File: config.mk
export PLATFORM = sky130hd
export DESIGN_NAME = hic_rem
export DESIGN_NICKNAME = d
export VERILOG_FILES = /design/src/rtl/hic_rem.sv
export SDC_FILE = /design/constraint.sdc
export NUM_CORES = 1
export LEC_CHECK = 0
export BUFFER_PORTS_ARGS = -buffer_cell sky130_fd_sc_hd__buf_2
export CORE_UTILIZATION = 40
export CTS_CLUSTER_DIAMETER = 30
export DETAILED_ROUTE_END_ITERATION = 7
export PLACE_DENSITY_LB_ADDON = 0.2
export REMOVE_ABC_BUFFERS = 1
export SYNTH_ARGS = -nofsm -noshare
export SYNTH_HDL_FRONTEND = slang
export SYNTH_SLANG_ARGS = --single-unit
File: constraint.sdc
create_clock -name clock -period 7.8 [get_ports clock]
set_input_delay 1.56 -clock clock [delete_from_list [all_inputs] [get_ports clock]]
set_output_delay 1.56 -clock clock [all_outputs]
set_load 0.02 [all_outputs]
File: src/rtl/hic_rem.sv
module hic_rem (
   input  logic        clock,
   input  logic        reset,
   input  logic        start,
   input  logic [31:0] dividend,
   input  logic [31:0] divisor,
   output logic        done,
   output logic [31:0] result
);

   logic        busy_ff;
   logic        done_ff;
   logic [4:0]  cnt_ff;
   logic [31:0] num_ff;
   logic [31:0] den_ff;
   logic [31:0] rem_ff;
   logic        neg_ff;
   logic        zero_ff;
   logic [32:0] trial;

   assign trial = {rem_ff, num_ff[31]};

   always_ff @(posedge clock) begin
      if (reset) begin
         busy_ff <= 1'b0;
         done_ff <= 1'b0;
      end else begin
         done_ff <= busy_ff && !start && (cnt_ff == 5'd31);
         if (start) begin
            busy_ff <= 1'b1;
         end else if (busy_ff && cnt_ff == 5'd31) begin
            busy_ff <= 1'b0;
         end
      end
   end

   always_ff @(posedge clock) begin
      if (start) begin
         cnt_ff  <= '0;
         rem_ff  <= '0;
         num_ff  <= dividend[31] ? 32'd0 - dividend : dividend;
         den_ff  <= divisor[31] ? 32'd0 - divisor : divisor;
         neg_ff  <= dividend[31];
         zero_ff <= (divisor == '0);
      end else if (busy_ff) begin
         cnt_ff <= cnt_ff + 5'd1;
         num_ff <= {num_ff[30:0], 1'b0};
         if (trial >= {1'b0, den_ff}) begin
            rem_ff <= 32'(trial - {1'b0, den_ff});
         end else begin
            rem_ff <= trial[31:0];
         end
      end
   end

   assign done   = done_ff;
   assign result = zero_ff ? 32'd0 : (neg_ff ? 32'd0 - rem_ff : rem_ff);

endmodule

* After elaboration in Yosys (flattened, before gate mapping)
Index checks and enable logic that the tools add are counted.
** Storage, ports and cells
- Flip-flop bits (word level) :: 105
- Input port bits :: 67
- Word-level logic and storage cells :: 32
** Cells by class
- $add $sub $neg :: 5
- $lt $le $gt $ge :: 1
- Eq/ne operators :: 1
- Mux-type cells :: 9
- Reductions and logical operators :: 7
** Operators with widths (number)
- 2-to-1 mux 32 bit :: 6
- subtractor 1 x 32 -> 32 bit, first input constant :: 3
- >= comparator 33 x 32 -> 1 bit :: 1
- logical NOT 32 bit :: 1
- subtractor 32 bit :: 1
- 2-to-1 mux 31 bit :: 1
- adder 5 x 1 -> 5 bit, second input constant :: 1
- equality test 5 bit, second input constant :: 1
- nonzero test 2 bit :: 2
- logical AND 1 bit :: 3
- 2-to-1 mux 1 bit :: 2
- logical NOT 1 bit :: 1

* Depth between registers and ports, before layout
Gate-level depths: netlist of run 1.
- Depth after elaboration :: 4
- Gate-level depth with buffers :: 13
- Mapped depth without buffers :: 12

* Worst setup path after synthesis of run 1
Ideal clock, no wire load.
- Path kind :: input-to-reg
- From :: input port divisor[9]
- To :: register den_ff[29], data pin
- Data arrival time :: 3.956 ns
- Slack :: 3.587 ns
- Stages :: 8
- Path through :: or4_4 > or3_4 > or4_4 > or3_4 > or3_4 > nand2b_4 > o21ai_2 > xnor2_1
** On the way
- Cells in the longest elaborated chain, start to end :: 2
** RTL lines
- start, declared :: RTL line 6 : input logic [31:0] divisor,
- subtractor 1 x 32 -> 32 bit :: RTL line 42 : den_ff <= divisor[31] ? 32'd0 - divisor : divisor;
- 2-to-1 mux 31 bit :: RTL line 42
- end signal, assigned :: RTL line 42
- end, declared :: RTL line 15 : logic [31:0] den_ff;
No other way between the ends.
A chain may end at the register's enable or synchronous reset.

* Worst setup path after layout of run 1
- From :: register rem_ff[6]
- To :: output port result[30]
** On the way
- Cells in the longest elaborated chain, start to end :: 3
** RTL lines
- start, declared :: RTL line 16 : logic [31:0] rem_ff;
- start signal, assigned :: RTL line 49 : rem_ff <= 32'(trial - {1'b0, den_ff});
- start signal, assigned :: RTL line 51 : rem_ff <= trial[31:0];
- subtractor 1 x 32 -> 32 bit :: RTL line 57 : assign result = zero_ff ? 32'd0 : (neg_ff ? 32'd0 - rem_ff : rem_ff);
- 2-to-1 mux 32 bit (2 in series) :: RTL line 57
- end, declared :: RTL line 8 : output logic [31:0] result
No other way between the ends.

==> metrics.csv, run 1 <==
metric,value,unit
status,finished clean,
Clock Skew,0.006947,ns
Slowest cell on crit path,or4_1,
first-pass GRT wire length,32850,um
layout cell share with drive strength beyond 1,13.80,%
crit path kind,reg2out,
DP HPWL,15020,um
Post-CTS Setup Repair Bufs,0,
Max IR drop VDD,0.00009448,V
WL met3,1104,um
post-synth top area cell,edfxtp_1,
Routed wire per std cell,15.92,um
Critical Path End,result[30],
"top cells by count, synth","nor2_1 (111), nand2_1 (101), a21oi_1 (66), edfxtp_1 (66), xor2_1 (66)",
RSZ-0062 raised after global routing,no,
Clock Latency Late Sink,0.36,ns
nets@finish,1107,
Peak Freq,193.3,MHz
placed instance area,8571,sq um
endpoint class of the critical path,output pin,
CP max FO,8,
top post-synthesis cells by area,"edfxtp_1 (25%), dfxtp_1 (9.9%), xor2_1 (7.4%)",
GRT overflow,0,
number of cells on the critical path,9,
Hold Crit Class,reg2reg,
vias,6936,
final instance area,8855,sq um
required time worst endpoint,6.24,ns
"Top FF cell, synth",edfxtp_1,
Worst Hold Depth,2,
Slew HR,23.89,%
hold wc startpoint,cnt_ff[4],
Worst-path clk slew,0.07,ns
Final ANT Viol Nets,0,
vias in the first global route,6483,
worst hold margin,0.5105,ns
clock buffer depth,2,
Reg-to-Reg End,rem_ff[21],
Setup Viol. Count Final,0,
crit path buf inv count,1,
R2R setup slack,3.83,ns
All-Layer GR Usage,20.77,%
worst slew pin tran,1.142,ns
largest net degree at the start of global routing,70,
crit share post-route,66.32,%
Pwr Density,182.7,nW/um^2
fin. max-slew vios,0,
WL met2,9322,um
post-synth cell types,63,
Highest Signal Layer,met5,
total number of H-tree levels,3,
cells along the critical path,"or4_1, nor4_1, nand4bb_1, or4_1, nand2b_1, o21ai_0, xor2_1, nor2_1, buf_2",
Final Hold Viols,0,
Layout Area Growth over Synthesis,12.66,%
initial core utilization,41.47,%
Crit. Startpoint,rem_ff[6],
synthesized flop and latch total,105,
mapped cell area,7860,sq um
yosys warns,0,
CP max stage delay,0.63,ns
number of core rows,50,
# IOs,100,
Total Routed Length,20190,um
critical path's top delay family,simple AND/OR/NAND/NOR gates,
minimum clock period,5.173,ns
share of the synthesized area in the top cell type,25.21,%
Routability Congestion,0.8667,
arrival time worst endpoint,3.61,ns
worst r2r src,rem_ff[5],
Die Wd,142.2,um
drc violations,0,
total CTS buffers,9,
final setup TNS,0,ns
CTS root buf,clkbuf_16,
clock sinks,105,
sequential area share after synthesis,35.15,%
overall die area,20220,sq um
port bufs,99,
Post-synth EDFFs,66,
Most common cell on crit path,or4_1,
most common cell in the netlist,nor2_1,
first-pass detailed-route iteration total,5,
maxcap violations,0,
CTS Hold Bufs,0,
M1 wire length,9380,um
Post-synth ARST share,0,%
startpoint types,flop,
reg2reg path depth,10,
post-DR vias/cell,5.470,
DRT iter0 DRCs,319,
cts repair resizes,0,
Gate Count Post-Synth,930,
Die Ht,142.2,um
core area,18960,sq um
LEAKAGE,3.669,nW
syn_area_per_cell,8.452,sq um
CTS tree,done,
initial antenna violation count,3,
==> power by group <==
group	switching [W]	total (W)	internal (W)
combinational	0.000289	0.000477	0.000188
sequential	0.0000403	0.000690	0.000650
clock	0.000222	0.000450	0.000228
==> worst min-delay path: stages, from the launching register on <==
cell,delay [ns]
dfxtp_1,0.33
mux2i_1,0.07
nor2_1,0.08
==> registers in the layout, indices dropped and copies added (netlist names) <==
signal   flops
cnt_ff       5
rem_ff      32
neg_ff       1
den_ff      32
busy_ff      1
done         1
num_ff      32
zero_ff      1
==> stage by stage <==
step	setup WS (ns)	instances	power, W	util (%)
2_1_floorplan	3.587	885	0.001025	-
3_3_place_gp	3.162	1251	0.001174	45.21
3_5_place_dp	3.060	1251	0.001180	45.21
4_1_cts	2.641	1267	0.001635	46.70
5_1_grt	2.405	1267	0.001713	46.70
6_report	2.627	1268	0.001617	46.71
==> how the worst min path moves through the flow <==
| stage | end | slack, ns |
|---|---|---|
| after detailed placement | cnt_ff[3] | 0.50 |
| after global placement | cnt_ff[4] | 0.48 |
| after floorplan | cnt_ff[4] | 0.47 |
| final | cnt_ff[4] | 0.51 |
| after global routing | cnt_ff[4] | 0.57 |
| after CTS | cnt_ff[3] | 0.52 |
==> layout by cell type, fill, tap and decap left out, types with 14 or more instances in the layout <==
cell        n
ha_1       37
xor2_1     66
buf_2      98
o41ai_1    15
o31ai_1    29
inv_1      50
dfxtp_1    38
nand2_1   101
xnor2_1    44
a311oi_1   23
edfxtp_1   66
nor3_1     14
nor2_1    110
o21ai_0    50
a21oi_1    66
==> layout make-up <==
class                   instances  area [sq um]
inverters                      50         187.7
fillers                      1893         10100
repair buffers                106         550.5
clock buffers                  11         242.7
clock inverters                 5         38.79
flip-flops and latches        105          2764
diodes                          1         2.502
multi-input cells             730          4743
well taps                     260         325.3
==> per-layer routing <==
layer  vias to the layer above  GRT usage (%)
li1                       3534              -
met4                         4          5.942
met3                        28          4.946
met1                      3212          26.95
met5                         -              0
met2                       158          34.24
==> logic make-up (layout without fill, tap and decap cells) <==
logic type | count (synthesis) | after routing | synth area share (%)
muxes | 6 | 6 | 0.7641
and+or+nand+nor | 330 | 330 | 20.07
other | 0 | 1 | 0
adders and majority gates | 38 | 38 | 6.144
AOI/OAI and AO/OA | 246 | 246 | 21.08
buffers and inverters | 95 | 172 | 4.537
DFF | 105 | 105 | 35.15
xor gates and xnor gates | 110 | 110 | 12.26
No activity file was read; power rests on OpenSTA's default activity.
==> run 2: changes to the inputs <==
==> constraint.sdc (replaced) <==
create_clock -name clock -period 5 [get_ports clock]
set_input_delay 1 -clock clock [delete_from_list [all_inputs] [get_ports clock]]
set_output_delay 1 -clock clock [all_outputs]
set_load 0.02 [all_outputs]
==> run 2 against run 1 <==
Effect of this change: first-iteration DRC count down 5.6%; clock power up 56%; hold slack worse by 0.0018 ns; clock skew about the same; critical path type unchanged; highest routed layer unchanged.
==> metrics.csv, run 2 (synthesized netlist as in run 1, its figures left out) <==
metric,value,unit
drc violations,0,
port bufs,99,
clock buffer depth,2,
final setup TNS,0,ns
Routability Congestion,0.8547,
total number of H-tree levels,3,
initial antenna violation count,3,
post-DR vias/cell,5.479,
vias in the first global route,6450,
"most common cell after layout, fill and taps aside",nor2_1,
Final Hold Viols,0,
Clock Latency Late Sink,0.36,ns
fin. max-slew vios,0,
number of core rows,50,
Peak Freq,214.8,MHz
Die Wd,142.2,um
GRT overflow,0,
startpoint types,flop,
first-pass detailed-route iteration total,5,
DRT iter0 DRCs,301,
CTS tree,done,
Max IR drop VDD,0.0001525,V
worst slew pin tran,1.200,ns
arrival time worst endpoint,3.66,ns
Layout Area Growth over Synthesis,13.18,%
CTS root buf,clkbuf_16,
maxcap violations,0,
Total Routed Length,20270,um
core area,18960,sq um
total CTS buffers,9,
fin util,46.93,%
Die Ht,142.2,um
final instance area,8896,sq um
Setup Viol. Count Final,0,
LEAKAGE,3.699,nW
# IOs,100,
first-pass GRT wire length,32480,um
Slew HR,20.01,%
crit path kind,reg2out,
Pwr Density,284.5,nW/um^2
Final ANT Viol Nets,0,
minimum clock period,4.656,ns
pre-CTS setup slack,0.8348,ns
placed instance area,8608,sq um
"commonest non-fill, non-tap cells in the layout","nor2_1 (110), nand2_1 (101), buf_2 (98)",
RSZ-0062 raised after global routing,no,
biggest regs,"den_ff: 32 flops, num_ff: 32 flops, rem_ff: 32 flops",
largest net degree at the start of global routing,65,
vias,6975,
cts repair resizes,0,
layout cell share with drive strength beyond 1,14.13,%
required time worst endpoint,4.00,ns
Hold Crit Class,reg2reg,
setup ws final,0.3444,ns
Worst-path clk slew,0.07,ns
All-Layer GR Usage,20.59,%
endpoint class of the critical path,output pin,
CTS Hold Bufs,0,
status,finished clean,
clock sinks,105,
overall die area,20220,sq um
DP HPWL,15060,um
CP max FO,8,
Clock Skew,0.006520,ns
Post-CTS Setup Repair Bufs,0,
initial core utilization,41.47,%
Routed wire per std cell,15.92,um
crit share post-route,93.11,%
nets@finish,1112,
-- run 2: worst max-delay path, cell delays in order, from the launching register on --
cell and delay [ns]:
dfxtp_1 0.39, or4_1 0.63, nor4_1 0.53, nand4bb_1 0.38, or4_1 0.53, nand2b_1 0.23
o21ai_0 0.23, xor2_1 0.17, nor2_1 0.05, buf_2 0.16
-- run 2: final cells by class --
| cell class | count | area (sq um) |
|---|---|---|
| Clock buffer | 12 | 257.7 |
| Antenna cell | 1 | 2.502 |
| Timing Repair Buffer | 111 | 588.1 |
| Fill cell | 1896 | 10060 |
| Sequential cell | 105 | 2764 |
| Multi-Input combinational cell | 730 | 4743 |
| Inverter | 50 | 187.7 |
| Tap cell | 260 | 325.3 |
| Clock inverter | 4 | 27.53 |
-- run 2: power by group --
group / switching (W) / leakage (nW) / internal, W
Sequential: 0.0000626 / 0.967 / 0.00101
Combinational: 0.000454 / 2.59 / 0.000297
Clock: 0.000335 / 0.142 / 0.000369
-- run 2: metrics by stage --
stage | cells | hold slack, ns | total power [W]
floorplan | 885 | 0.4675 | 0.001600
global placement | 1256 | 0.4855 | 0.001836
detailed placement | 1256 | 0.4942 | 0.001842
CTS | 1272 | 0.5114 | 0.002545
global route | 1272 | 0.5373 | 0.002673
finish | 1273 | 0.5087 | 0.002531
-- run 2: worst paths after layout --
path / from / end / slack, ns / depth (start not counted)
worst max-delay path: rem_ff[6] / result[30] / 0.34 / 9
worst max register to register: rem_ff[5] / rem_ff[9] / 1.13 / 10
worst min register to register: cnt_ff[4] / cnt_ff[4] / 0.51 / 2
worst min-delay path: cnt_ff[4] / cnt_ff[4] / 0.51 / 2
-- run 2: layer usage --
layer / track usage [%] / vias up / part of all wire [%]
met5: 0 / - / 0.11
met4: 5.603 / 4 / 1.8
met3: 4.408 / 27 / 4.7
met2: 34.06 / 165 / 46
met1: 27.05 / 3234 / 47
li1: - / 3545 / -
